File: src/hw/rtl/frlg_pkg.sv
// ---------------------------------------------------------------------------
// frlg_pkg
// shared widths, defaults and codes of the reader/writer lock granter
// ---------------------------------------------------------------------------
`default_nettype none

package frlg_pkg;

  localparam int QUEUE_DEPTH_DEF = 16;
  localparam int RANK_BITS_DEF   = 16;

  localparam int RANK_W  = 16;
  localparam int KIND_W  = 2;
  localparam int COUNT_W = 17;

  localparam logic [COUNT_W-1:0] COUNT_MAX = 17'h1FFFF;

  // input action codes
  localparam logic ACT_LOCK   = 1'b0;
  localparam logic ACT_UNLOCK = 1'b1;

  // lock types
  localparam logic LOCK_SHARED = 1'b0;
  localparam logic LOCK_EXCL   = 1'b1;

  // result kinds
  localparam logic [KIND_W-1:0] KIND_GRANT     = 2'd0;
  localparam logic [KIND_W-1:0] KIND_REJECT    = 2'd1;
  localparam logic [KIND_W-1:0] KIND_NO_HOLDER = 2'd2;

endpackage

`default_nettype wire

File: src/hw/rtl/frlg_if.sv
// ---------------------------------------------------------------------------
// frlg channel interfaces
// valid/ready channels for lock events and for grant results
// ---------------------------------------------------------------------------
`default_nettype none

interface frlg_req_if;
  logic                      valid;
  logic                      ready;
  logic                      action;
  logic [frlg_pkg::RANK_W-1:0] requester_rank;
  logic                      lock_mode;

  modport source (output valid, output action, output requester_rank,
                  output lock_mode, input ready);
  modport sink   (input valid, input action, input requester_rank,
                  input lock_mode, output ready);
endinterface

interface frlg_res_if;
  logic                        valid;
  logic                        ready;
  logic [frlg_pkg::KIND_W-1:0] result_kind;
  logic [frlg_pkg::RANK_W-1:0] granted_rank;
  logic                        last_of_run;

  modport source (output valid, output result_kind, output granted_rank,
                  output last_of_run, input ready);
  modport sink   (input valid, input result_kind, input granted_rank,
                  input last_of_run, output ready);
endinterface

`default_nettype wire

File: src/hw/rtl/frlg_ram.sv
// ---------------------------------------------------------------------------
// frlg_ram
// generic single-write, single-read memory with registered read data
// ---------------------------------------------------------------------------
`default_nettype none

module frlg_ram #(
  parameter  int WIDTH = 8,
  parameter  int DEPTH = 16,
  localparam int AW    = (DEPTH > 1) ? $clog2(DEPTH) : 1
) (
  input  wire logic             clk,
  input  wire logic             wr_en,
  input  wire logic [AW-1:0]    wr_addr,
  input  wire logic [WIDTH-1:0] wr_data,
  input  wire logic             rd_en,
  input  wire logic [AW-1:0]    rd_addr,
  output logic [WIDTH-1:0]      rd_data
);

  logic [WIDTH-1:0] mem [DEPTH];

  always_ff @(posedge clk) begin
    if (wr_en) begin
      mem[wr_addr] <= wr_data;
    end
    if (rd_en) begin
      rd_data <= mem[rd_addr];
    end
  end

endmodule

`default_nettype wire

File: src/hw/rtl/fifo_reader_writer_lock_granter.sv
// results: a reject or an unlock without holder is kept in the spec registers
//   and sent from ST_SEND; each grant comes from ST_RD (registered RAM read) and
//   ST_EVAL and is held back until the next grant is decided, the last one sent
//   from ST_FLUSH when the next queue head is blocked or the queue runs empty
// events: no new event is taken until the sequencer is back in ST_IDLE
// reset: synchronous, clears pointers, fill, holder count and kind; RAM kept
// ---------------------------------------------------------------------------
// fifo_reader_writer_lock_granter
// target-side reader/writer lock manager with a fifo wait queue in RAM
// ---------------------------------------------------------------------------
`default_nettype none

module fifo_reader_writer_lock_granter #(
  parameter int QUEUE_DEPTH = frlg_pkg::QUEUE_DEPTH_DEF,
  parameter int RANK_BITS   = frlg_pkg::RANK_BITS_DEF
) (
  input  wire logic       clk,
  input  wire logic       rst_n,
  frlg_req_if.sink        in_req,
  frlg_res_if.source      out_res
);

  import frlg_pkg::*;

  localparam int IDX_W  = $clog2(QUEUE_DEPTH);
  localparam int FILL_W = $clog2(QUEUE_DEPTH + 1);
  localparam int ENT_W  = RANK_BITS + 1;

  localparam logic [IDX_W-1:0]  IDX_LAST  = IDX_W'(QUEUE_DEPTH - 1);
  localparam logic [FILL_W-1:0] FILL_FULL = FILL_W'(QUEUE_DEPTH);

  // sequencer states
  localparam logic [2:0] ST_IDLE  = 3'd0;  // waiting for a lock event
  localparam logic [2:0] ST_RD    = 3'd1;  // issue read of the queue head
  localparam logic [2:0] ST_EVAL  = 3'd2;  // head entry available, decide grant
  localparam logic [2:0] ST_FLUSH = 3'd3;  // release held grant as last of run
  localparam logic [2:0] ST_SEND  = 3'd4;  // deliver reject / no-holder result

  logic [2:0]        state_r, state_nxt;

  // queue bookkeeping
  logic [IDX_W-1:0]  head_r, head_nxt;
  logic [IDX_W-1:0]  tail_r, tail_nxt;
  logic [FILL_W-1:0] fill_r, fill_nxt;

  // holders
  logic [COUNT_W-1:0] count_r, count_nxt;
  logic               hkind_r, hkind_nxt;

  // one grant is held back until we know whether another one follows
  logic              pend_valid_r, pend_valid_nxt;
  logic [RANK_W-1:0] pend_rank_r, pend_rank_nxt;

  // special single result (reject or unlock without holder)
  logic [KIND_W-1:0] spec_kind_r, spec_kind_nxt;
  logic [RANK_W-1:0] spec_rank_r, spec_rank_nxt;

  // output register
  logic              out_valid_r, out_valid_nxt;
  logic [KIND_W-1:0] out_kind_r, out_kind_nxt;
  logic [RANK_W-1:0] out_rank_r, out_rank_nxt;
  logic              out_last_r, out_last_nxt;

  // queue RAM ports
  logic              ram_we;
  logic [ENT_W-1:0]  ram_wdata;
  logic              ram_re;
  logic [ENT_W-1:0]  ram_rdata;

  logic [RANK_BITS-1:0] rank_in_st;
  logic [RANK_W-1:0]    rank_out;
  logic                 ent_kind;
  logic                 in_acc;
  logic                 out_free;
  logic                 grant_ok;
  logic                 q_full;

  // the rejected rank is reported as stored, i.e. limited to RANK_BITS
  function automatic logic [RANK_W-1:0] rank_out_of_input(
    input logic [RANK_W-1:0] rank
  );
    logic [RANK_W-1:0] mask;
    mask = (RANK_BITS >= RANK_W) ? '1 : RANK_W'((1 << RANK_BITS) - 1);
    return rank & mask;
  endfunction

  // rank width adaptation between the 16-bit field and the stored rank
  if (RANK_BITS < RANK_W) begin : g_rank_narrow
    assign rank_in_st = in_req.requester_rank[RANK_BITS-1:0];
    assign rank_out   = {{(RANK_W - RANK_BITS){1'b0}}, ram_rdata[RANK_BITS-1:0]};
  end else if (RANK_BITS == RANK_W) begin : g_rank_equal
    assign rank_in_st = in_req.requester_rank;
    assign rank_out   = ram_rdata[RANK_W-1:0];
  end else begin : g_rank_wide
    assign rank_in_st = {{(RANK_BITS - RANK_W){1'b0}}, in_req.requester_rank};
    assign rank_out   = ram_rdata[RANK_W-1:0];
  end

  assign ent_kind = ram_rdata[RANK_BITS];

  assign in_req.ready = (state_r == ST_IDLE);
  assign in_acc       = in_req.valid & in_req.ready;
  assign out_free     = !out_valid_r || out_res.ready;
  assign q_full       = (fill_r == FILL_FULL);

  // head may be granted when the lock is free or everyone is shared,
  // and the holder count has room left
  assign grant_ok = ((count_r == '0) ||
                     (hkind_r == LOCK_SHARED && ent_kind == LOCK_SHARED)) &&
                    (count_r != COUNT_MAX);

  // queue writes happen at acceptance, reads only later in ST_RD
  assign ram_we    = in_acc && (in_req.action == ACT_LOCK) && !q_full;
  assign ram_wdata = {in_req.lock_mode, rank_in_st};
  assign ram_re    = (state_r == ST_RD) && (fill_r != '0);

  frlg_ram #(
    .WIDTH (ENT_W),
    .DEPTH (QUEUE_DEPTH)
  ) u_queue_ram (
    .clk     (clk),
    .wr_en   (ram_we),
    .wr_addr (tail_r),
    .wr_data (ram_wdata),
    .rd_en   (ram_re),
    .rd_addr (head_r),
    .rd_data (ram_rdata)
  );

  always_comb begin
    state_nxt      = state_r;
    head_nxt       = head_r;
    tail_nxt       = tail_r;
    fill_nxt       = fill_r;
    count_nxt      = count_r;
    hkind_nxt      = hkind_r;
    pend_valid_nxt = pend_valid_r;
    pend_rank_nxt  = pend_rank_r;
    spec_kind_nxt  = spec_kind_r;
    spec_rank_nxt  = spec_rank_r;
    out_valid_nxt  = out_valid_r && !out_res.ready;
    out_kind_nxt   = out_kind_r;
    out_rank_nxt   = out_rank_r;
    out_last_nxt   = out_last_r;

    unique case (state_r)
      ST_IDLE: begin
        if (in_acc) begin
          if (in_req.action == ACT_LOCK) begin
            if (q_full) begin
              spec_kind_nxt = KIND_REJECT;
              spec_rank_nxt = rank_out_of_input(in_req.requester_rank);
              state_nxt     = ST_SEND;
            end else begin
              tail_nxt  = (tail_r == IDX_LAST) ? '0 : tail_r + 1'b1;
              fill_nxt  = fill_r + 1'b1;
              state_nxt = ST_RD;
            end
          end else begin
            if (count_r == '0) begin
              spec_kind_nxt = KIND_NO_HOLDER;
              spec_rank_nxt = '0;
              state_nxt     = ST_SEND;
            end else begin
              count_nxt = count_r - 1'b1;
              state_nxt = ST_RD;
            end
          end
        end
      end

      ST_RD: begin
        // empty queue: nothing more to grant
        state_nxt = (fill_r != '0) ? ST_EVAL : ST_FLUSH;
      end

      ST_EVAL: begin
        if (!grant_ok) begin
          state_nxt = ST_FLUSH;
        end else if (!pend_valid_r || out_free) begin
          // a further grant follows, so the held one is not last
          if (pend_valid_r) begin
            out_valid_nxt = 1'b1;
            out_kind_nxt  = KIND_GRANT;
            out_rank_nxt  = pend_rank_r;
            out_last_nxt  = 1'b0;
          end
          pend_valid_nxt = 1'b1;
          pend_rank_nxt  = rank_out;
          head_nxt       = (head_r == IDX_LAST) ? '0 : head_r + 1'b1;
          fill_nxt       = fill_r - 1'b1;
          count_nxt      = count_r + 1'b1;
          hkind_nxt      = ent_kind;
          state_nxt      = ST_RD;
        end
      end

      ST_FLUSH: begin
        if (!pend_valid_r) begin
          state_nxt = ST_IDLE;
        end else if (out_free) begin
          out_valid_nxt  = 1'b1;
          out_kind_nxt   = KIND_GRANT;
          out_rank_nxt   = pend_rank_r;
          out_last_nxt   = 1'b1;
          pend_valid_nxt = 1'b0;
          state_nxt      = ST_IDLE;
        end
      end

      ST_SEND: begin
        if (out_free) begin
          out_valid_nxt = 1'b1;
          out_kind_nxt  = spec_kind_r;
          out_rank_nxt  = spec_rank_r;
          out_last_nxt  = 1'b1;
          state_nxt     = ST_IDLE;
        end
      end

      default: begin
        state_nxt = ST_IDLE;
      end
    endcase
  end

  // control state
  always_ff @(posedge clk) begin
    if (!rst_n) begin
      state_r      <= ST_IDLE;
      head_r       <= '0;
      tail_r       <= '0;
      fill_r       <= '0;
      count_r      <= '0;
      hkind_r      <= LOCK_SHARED;
      pend_valid_r <= 1'b0;
      out_valid_r  <= 1'b0;
    end else begin
      state_r      <= state_nxt;
      head_r       <= head_nxt;
      tail_r       <= tail_nxt;
      fill_r       <= fill_nxt;
      count_r      <= count_nxt;
      hkind_r      <= hkind_nxt;
      pend_valid_r <= pend_valid_nxt;
      out_valid_r  <= out_valid_nxt;
    end
  end

  // payload
  always_ff @(posedge clk) begin
    pend_rank_r <= pend_rank_nxt;
    spec_kind_r <= spec_kind_nxt;
    spec_rank_r <= spec_rank_nxt;
    out_kind_r  <= out_kind_nxt;
    out_rank_r  <= out_rank_nxt;
    out_last_r  <= out_last_nxt;
  end

  assign out_res.valid        = out_valid_r;
  assign out_res.result_kind  = out_kind_r;
  assign out_res.granted_rank = out_rank_r;
  assign out_res.last_of_run  = out_last_r;

endmodule

`default_nettype wire

File: src/flat_wrapper.sv
// flat-port wrapper written by rule: the top's interface ports become plain ports
module fifo_reader_writer_lock_granter_flat import frlg_pkg::*;
#(
  parameter int QUEUE_DEPTH = frlg_pkg::QUEUE_DEPTH_DEF,
  parameter int RANK_BITS   = frlg_pkg::RANK_BITS_DEF
)
  (clk, rst_n, in_req_valid, in_req_action, in_req_requester_rank, in_req_lock_mode, in_req_ready, out_res_valid, out_res_result_kind, out_res_granted_rank, out_res_last_of_run, out_res_ready);
  frlg_req_if in_req_i ();
  frlg_res_if out_res_i ();
  input  wire logic clk;
  input  wire logic rst_n;
  input wire logic [$bits(in_req_i.valid)-1:0] in_req_valid;
  input wire logic [$bits(in_req_i.action)-1:0] in_req_action;
  input wire logic [$bits(in_req_i.requester_rank)-1:0] in_req_requester_rank;
  input wire logic [$bits(in_req_i.lock_mode)-1:0] in_req_lock_mode;
  output wire logic [$bits(in_req_i.ready)-1:0] in_req_ready;
  output wire logic [$bits(out_res_i.valid)-1:0] out_res_valid;
  output wire logic [$bits(out_res_i.result_kind)-1:0] out_res_result_kind;
  output wire logic [$bits(out_res_i.granted_rank)-1:0] out_res_granted_rank;
  output wire logic [$bits(out_res_i.last_of_run)-1:0] out_res_last_of_run;
  input wire logic [$bits(out_res_i.ready)-1:0] out_res_ready;
  assign in_req_i.valid = in_req_valid;
  assign in_req_i.action = in_req_action;
  assign in_req_i.requester_rank = in_req_requester_rank;
  assign in_req_i.lock_mode = in_req_lock_mode;
  assign in_req_ready = in_req_i.ready;
  assign out_res_valid = out_res_i.valid;
  assign out_res_result_kind = out_res_i.result_kind;
  assign out_res_granted_rank = out_res_i.granted_rank;
  assign out_res_last_of_run = out_res_i.last_of_run;
  assign out_res_i.ready = out_res_ready;
  fifo_reader_writer_lock_granter #(.QUEUE_DEPTH(QUEUE_DEPTH), .RANK_BITS(RANK_BITS)) u_core (.clk(clk), .rst_n(rst_n), .in_req(in_req_i), .out_res(out_res_i));
endmodule
File: config.mk
export PLATFORM = sky130hd
export DESIGN_NAME = fifo_reader_writer_lock_granter_flat
export DESIGN_NICKNAME = d
export VERILOG_FILES = /design/src/hw/rtl/frlg_pkg.sv /design/src/hw/rtl/frlg_if.sv /design/src/hw/rtl/frlg_ram.sv /design/src/hw/rtl/fifo_reader_writer_lock_granter.sv /design/src/flat_wrapper.sv
export SDC_FILE = /design/constraint.sdc
export NUM_CORES = 1
export LEC_CHECK = 0
export BUFFER_PORTS_ARGS = -buffer_cell sky130_fd_sc_hd__buf_2
export CAP_MARGIN = 10
export CORE_AREA = 3 3 189 145
export DETAILED_ROUTE_END_ITERATION = 10
export DIE_AREA = 0 0 192 148
export GPL_TIMING_DRIVEN = 1
export PLACE_DENSITY_LB_ADDON = 0.08
export SLEW_MARGIN = 20
export SYNTH_ARGS = -nofsm -noshare
export SYNTH_HDL_FRONTEND = slang
export SYNTH_HIERARCHICAL = 1
export SYNTH_SLANG_ARGS = --single-unit
export TNS_END_PERCENT = 30
File: constraint.sdc
create_clock -name clk -period 3.7 [get_ports clk]
set_input_delay 0 -clock clk [delete_from_list [all_inputs] [get_ports clk]]
set_output_delay 0 -clock clk [all_outputs]
set_load 0.05 [all_outputs]
* Word level (Yosys, flattened, before mapping)
Memories as Yosys holds them, arrays and structs flattened. A register that Yosys moved wholly into a read port is not among the register bits. Index checks and enable logic that the tools add are counted.
Cells by class: add/subtract/negate cells 6, $mul 0, divide/modulo/power cells 0, magnitude comparators 0, eq/ne operators 21, shifts and indexed selects 0, mux-type cells 63, bitwise logic cells 5, reduce and logical (&&, ||, !) cells 29
Operator list (count):
- 2-to-1 mux 16 bit | 9
- 2-to-1 mux 17 bit | 5
- case mux 16 bit (3 select lines) | 1
- case mux 17 bit (2 select lines) | 1
- 2-to-1 mux 5 bit | 5
- 2-to-1 mux 3 bit | 8
- 2-to-1 mux 2 bit | 9
- adder 17 x 1 -> 17 bit (second input constant) | 1
- logical NOT 17 bit | 1
- 2-to-1 mux 1 bit | 17
- inequality test 17 bit (second input constant) | 1
- subtractor 17 x 1 -> 17 bit (second input constant) | 1
- case mux 3 bit (5 select lines) | 1
- inequality test 2 x 1 -> 1 bit (second input constant) | 7
- AND reduction 6 bit | 2
- inequality test 2 bit (second input constant) | 5
- case mux 5 bit (2 select lines) | 1
- adder 4 x 1 -> 4 bit (second input constant) | 2
- equality test 4 bit (second input constant) | 2
- 2-to-1 mux 4 bit | 2
- AND reduction 4 bit | 2
- AND reduction 7 bit | 1
- equality test 3 x 2 -> 1 bit (second input constant) | 2
- logical AND 1 bit | 6
- other kinds (20) | 32
Storage, ports and cells: bits in registers 89, bits in latches 0, bits in writable memories 272, bits in read-only memories 0, bits of input ports 22, logic and storage cells 139, memories 1
Memory list:
- u_core.u_queue_ram.mem | words 16, bits a word 17, rd ports 1, clocked after memory_dff 1, write ports 1, line frlg_ram.sv:21 | logic [WIDTH-1:0] mem [DEPTH];

* Depth between registers and ports, before layout
word-level depth 6, gate-level depth with buffers 11

* Modules after synthesis
Netlist, hierarchy kept.
By module, submodules not included:
- frlg_ram | instances 1, cells an instance 458, area each 10807.9 um^2
- fifo_reader_writer_lock_granter | instances 1, cells an instance 393, area each 4493.1 um^2

* Worst setup path before layout
OpenSTA, ideal clock, no wires.
kind register -> register, start point register u_core.state_r[2], end point memory u_core/u_queue_ram/mem[0][0] (netlist bit) (enable), arrival time 3078 ps, data required time 3288 ps, path slack 210 ps, stages on the path, launching flop included 7, period minus slack after synthesis 3490 ps, cell sequence dfxtp_1 -> or3_1 -> inv_2 -> and3_1 -> buf_2 -> or3b_2 -> nor3_1
Between the ends: word-level cells in the longest chain between the ends 6
Ends and longest elaborated chain:
- from (decl) | line fifo_reader_writer_lock_granter.sv:39 | logic [2:0] state_r, state_nxt;
- from (signal assigned) | line fifo_reader_writer_lock_granter.sv:239 | state_r <= state_nxt;
- logical NOT 3 bit | line fifo_reader_writer_lock_granter.sv:101 | assign in_req.ready = (state_r == ST_IDLE);
- net in_req_ready | line flat_wrapper.sv:16 | output wire logic [$bits(in_req_i.ready)-1:0] in_req_ready;
- bitwise AND 1 bit | line fifo_reader_writer_lock_granter.sv:102 | assign in_acc = in_req.valid & in_req.ready;
- logical AND 1 bit (2 in series) | line fifo_reader_writer_lock_granter.sv:113 | assign ram_we = in_acc && (in_req.action == ACT_LOCK) && !q_full;
- net u_core.ram_we | line fifo_reader_writer_lock_granter.sv:65 | logic ram_we;
- 2-to-1 mux 1 bit | line frlg_ram.sv:24 | if (wr_en) begin
- 2-to-1 mux 1 bit (not written as such) | line frlg_ram.sv:25 | mem[wr_addr] <= wr_data;
- to (decl) | line frlg_ram.sv:21
The timed path passes the listed nets, and every way through them passes these cells.

* Worst setup path after layout
start point register u_core.state_r[1], end point register u_core.count_r[13]
Between the ends: word-level cells in the longest chain between the ends 4, elaborated cells between the ends (all ways) 11, those cells by class eq/ne (6); mux (1); bitwise (1); reduce/logical (3)
Ends and longest elaborated chain:
- logical NOT 3 bit | line fifo_reader_writer_lock_granter.sv:101, fifo_reader_writer_lock_granter.sv:146
- bitwise AND 1 bit | line fifo_reader_writer_lock_granter.sv:102
- inequality test 2 bit (no source line)
- AND reduction 6 bit (no source line)
- to (signal assigned) | line fifo_reader_writer_lock_granter.sv:243 | count_r <= count_nxt;
- to (decl) | line fifo_reader_writer_lock_granter.sv:47 | logic [COUNT_W-1:0] count_r, count_nxt;
Several ways; a longest one is shown, not always the timed one. A chain may end at the register's enable or synchronous reset.

==> summary.md <==
| Metric | Value |
|---|---|
| Initial antenna violation count | 0 |
| Layout cells sized above 1 | around 25% |
| Detailed-route DRC error count | 0 |
| Core area | around 26,000 um2 |
| Kind of cell adding the most delay to the critical path | simple AND/OR/NAND/NOR gates |
| Placed Cells | roughly 1.2k |
| Syn Nets | 896 |
| First-pass GRT wire length | slightly below 50 mm |
| Finished Cell Area | 17,420 um2 |
| Critical R2R Capture | u_core/count_r[13] |
| Final hold vios | 0 |
| PwrDens | just under 700 nW/um2 |
| Post-synth cell types | approximately 70 |
| Critical path type | reg -> reg |
| Final min period | roughly 3200 ps |
| Worst min path class | reg -> reg |
| Worst path bufs/invs | 0 |
| # resized after CTS | 0 |
| Mux contribution to synthesized area | between 10 and 15% |
| Total power | roughly 0.012 W |
| Hold path start | u_core/u_queue_ram/rd_data[14] |
| Run status | finished, final reports clean |
| Count of antenna-violating nets left after detailed routing | 0 |
| Final period utilization | 85.64% |
| GR Overflow Total | 0 |
| Cell taking the most area after synthesis | edfxtp_1 |
| CTS tree | done |
| Worst-margin pin slew | ~1000 ps |
| Final std cells w/o fill | about 1.3k |
| Vias in the first global route | approximately 8.3k |
| Num rows | 51 |
| Post-synth EDFFs | 342 |
| Largest net degree at the start of global routing | between 70 and 80 |
| GRT Total Usage | a little under a quarter |
| Final setup vio count | 0 |
| # hold bufs at CTS | 22 |
| Number of H-tree levels | 2 |
| Starting density of the core | between 50% and 60% |
| Pins over their slew limit | 0 |
| IO Port Bufs | 42 |
| Top FF cell, synth | edfxtp_1 |
| Setup TNS | 0 ps |
| TritonCTS buffer count | 37 |
| Max transition margin | between 30% and 40% |
| DR iter-0 viols | between 600 and 700 |
| Total Nets Final | between 900 and 1k |
| Largest fanout on the critical path | 19 |
| Drt first pass iters | 5 |
| Skew final | 25.28 ps |
| Post-synthesis compound-gate area fraction | between 5 and 6% |
| Critical Path, Cell by Cell | nor2b_4 -> nand2b_4 -> ha_1 -> nand3_1 -> o221ai_1 -> a221oi_2 -> nor2b_1 -> o21ai_2 -> and4bb_2 -> a2111oi_2 |
| Reg clk slew, reported paths | ~70 ps |
| Warnings from Yosys | 6 |
| Max Cap Viol | 0 |
| Gpl congestion | between 0.8 and 0.9 |
| Final wirelength | about 32 mm |
| Die area | between 20,000 and 30,000 um2 |
| Num ports | 43 |
| Worst reg-to-reg setup slack | 530 ps |
| Clock sink count | roughly 380 |
| Leakage power | between 5 and 6 nW |
| Routed vias/inst | 6.143 |
| Fmax | between 300 and 400 MHz |
| Synth Area in Adders | around 2.0% |
| CTS max path bufs | 3 |
| Share of the synthesized area in the top cell type | between 60 and 70% |
| CP required | slightly above 4000 ps |
| Worst Reg-to-Reg Cells | 10 |
| Chip height | between 100 and 150 um |
| Mapped Cells | roughly 850 |
| RSZ-0062 raised after global routing | no |
| Wire length per cell | ~24 um |
| Hold Path Stages | 0 |
| Clock root cell | clkbuf_16 |
| Synthesized area per cell | 17.98 um2 |
| Worst VDD drop | roughly 0.44 mV |
| Register area share after synthesis | slightly above 70% |
| Flops & latches, synth | roughly 380 |
| Mapped Area | 15,300 um2 |
| Main combinational cell family by area after synthesis | multiplexers |
| XOR/XNOR Fraction of Synth Area | about 1.2% |
| Reg-to-Reg Start | u_core/state_r[1] |
| Worst path max stage delay | 490 ps |
| Simple-Gate Fraction of Synth Area | under 10% |
| Final WS setup | 531.1 ps |
| Crit path max-delay cell type | o221ai_1 |
| Die width | around 190 um |
| Startpoint types | flip-flop |
| Post-Place Setup Slack | approximately 640 ps |
| Worst-case hold path end point | u_core/pend_rank_r[14] |
| Post-DP Area | roughly 16,000 um2 |
| Largest cells by area after synthesis | edfxtp_1 67%, mux4_2 9.6%, dfxtp_1 4.7%, ha_1 1.7%, a22oi_1 1.7% |
| Post-CTS Setup Repair Bufs | 0 |
| Critical Path AT | 3570 ps |
| DP Wirelength | ~20 mm |
| Asr flop ratio synth | 0% |
| Vias | ~8.1k |
| Area delta synth->final | 13.84% |
| Clock insertion delay at the later pin of the skew report | around 520 ps |
| # diodes | 0 |
| Worst Setup End Kind | flip-flop |
-- per-stage QoR --
stage / util [%] / hold WS (ps)
4_1_cts: 67.74 / 398.4
3_3_place_gp: 62.50 / 387.2
5_1_grt: 67.74 / 417.1
6_report: 67.74 / 408.2
3_5_place_dp: 62.50 / 386.0
2_1_floorplan: - / 98.87
-- flip-flops by register name, summed over array words and instances (netlist names) --
name / cells
u_core/u_queue_ram/mem: 272
u_core/count_r: 17
u_core/u_queue_ram/rd_data: 17
u_core/out_res.granted_rank: 16
u_core/pend_rank_r: 16
u_core/spec_rank_r: 16
u_core/fill_r: 5
u_core/head_r: 4
u_core/tail_r: 4
u_core/state_r: 3
u_core/out_res.result_kind: 2
u_core/spec_kind_r: 2
u_core/hkind_r: 1
u_core/out_res.last_of_run: 1
u_core/out_res.valid: 1
u_core/pend_valid_r: 1
-- cells in the mapped netlist (3+ instances only) --
master / instances
inv_1: 13
o22ai_1: 3
a21o_1: 12
nand3b_1: 3
xnor2_1: 14
o21ai_0: 12
dfxtp_1: 36
buf_6: 4
a211oi_1: 5
nand3_1: 6
nor2b_1: 23
ha_1: 21
or2_2: 3
nand2b_1: 4
a21oi_1: 20
mux2i_1: 15
mux4_1: 3
a22oi_1: 34
and3_1: 4
buf_2: 9
xor2_1: 7
edfxtp_1: 342
mux2_2: 16
clkbuf_1: 16
nand4_1: 7
nor2_1: 46
mux4_2: 65
and2_1: 10
nor4_1: 4
nor3_1: 7
nand2_1: 38
a31oi_1: 4
-- kinds of logic (layout without fill, tap and decap cells) --
kind of cell,Yosys count,count (layout)
buffers and inverters,49,174
xor gates and xnor gates,21,21
adders and majority gates,23,23
muxes,99,99
DFF,378,378
AOI/OAI and AO/OA,109,109
and+or+nand+nor,172,172
-- cell usage in the layout, fill, tap and decap left out, types with 4 or more instances in the layout --
master	n
nand2b_1	4
nand3_1	6
nand2_1	38
nor2_1	34
dfxtp_1	34
clkbuf_1	4
clkbuf_16	38
nor4_1	4
mux2i_1	15
buf_2	42
and2_1	10
xnor2_1	14
a21o_1	12
clkinv_1	7
nor2_2	12
buf_4	30
o21ai_0	12
a22oi_1	34
a21oi_1	20
xor2_1	7
edfxtp_1	342
nor2b_1	23
ha_1	21
inv_1	13
dlygate4sd3_1	22
mux2_2	16
nor3_2	4
clkinv_2	7
a31oi_1	4
nand4_1	7
mux4_2	65
a211oi_1	5
and3_1	4
-- routing by layer --
layer	wire [um]	part of all wire [%]	GRT usage, %
met4	581	1.8	5.643
met5	0	0	0
met1	14210	45	34.92
met2	15170	48	35.92
met3	1889	5.9	3.722
-- report_power, final --
part           switching [W]  total, W  internal (W)  leakage (nW)
sequential          0.000262   0.00530       0.00503          3.38
clock                0.00150   0.00349       0.00199         0.553
combinational        0.00186   0.00333       0.00147          1.85
-- layout make-up --
| type | instances | area (um2) |
|---|---|---|
| clock buffers | 44 | 993.5 |
| inverters | 15 | 61.31 |
| well taps | 344 | 430.4 |
| flip-flops and latches | 378 | 11000 |
| clock inverters | 19 | 133.9 |
| fillers | 1739 | 8297 |
| repair buffers | 96 | 695.7 |
| multi-input cells | 424 | 4109 |
-- how the worst max path moves through the flow --
| stage | startpoint | end | cells past startpoint |
|---|---|---|---|
| floorplan | u_core/state_r[2] | u_core/u_queue_ram/mem[0][0] | 6 |
| global placement | u_core/state_r[1] | u_core/count_r[12] | 10 |
| detailed placement | u_core/state_r[1] | u_core/count_r[13] | 10 |
| CTS | u_core/state_r[1] | u_core/count_r[13] | 10 |
| global route | u_core/state_r[1] | u_core/count_r[12] | 10 |
| finish | u_core/state_r[1] | u_core/count_r[13] | 10 |
Note: power is estimated with default switching activity, not from simulation.
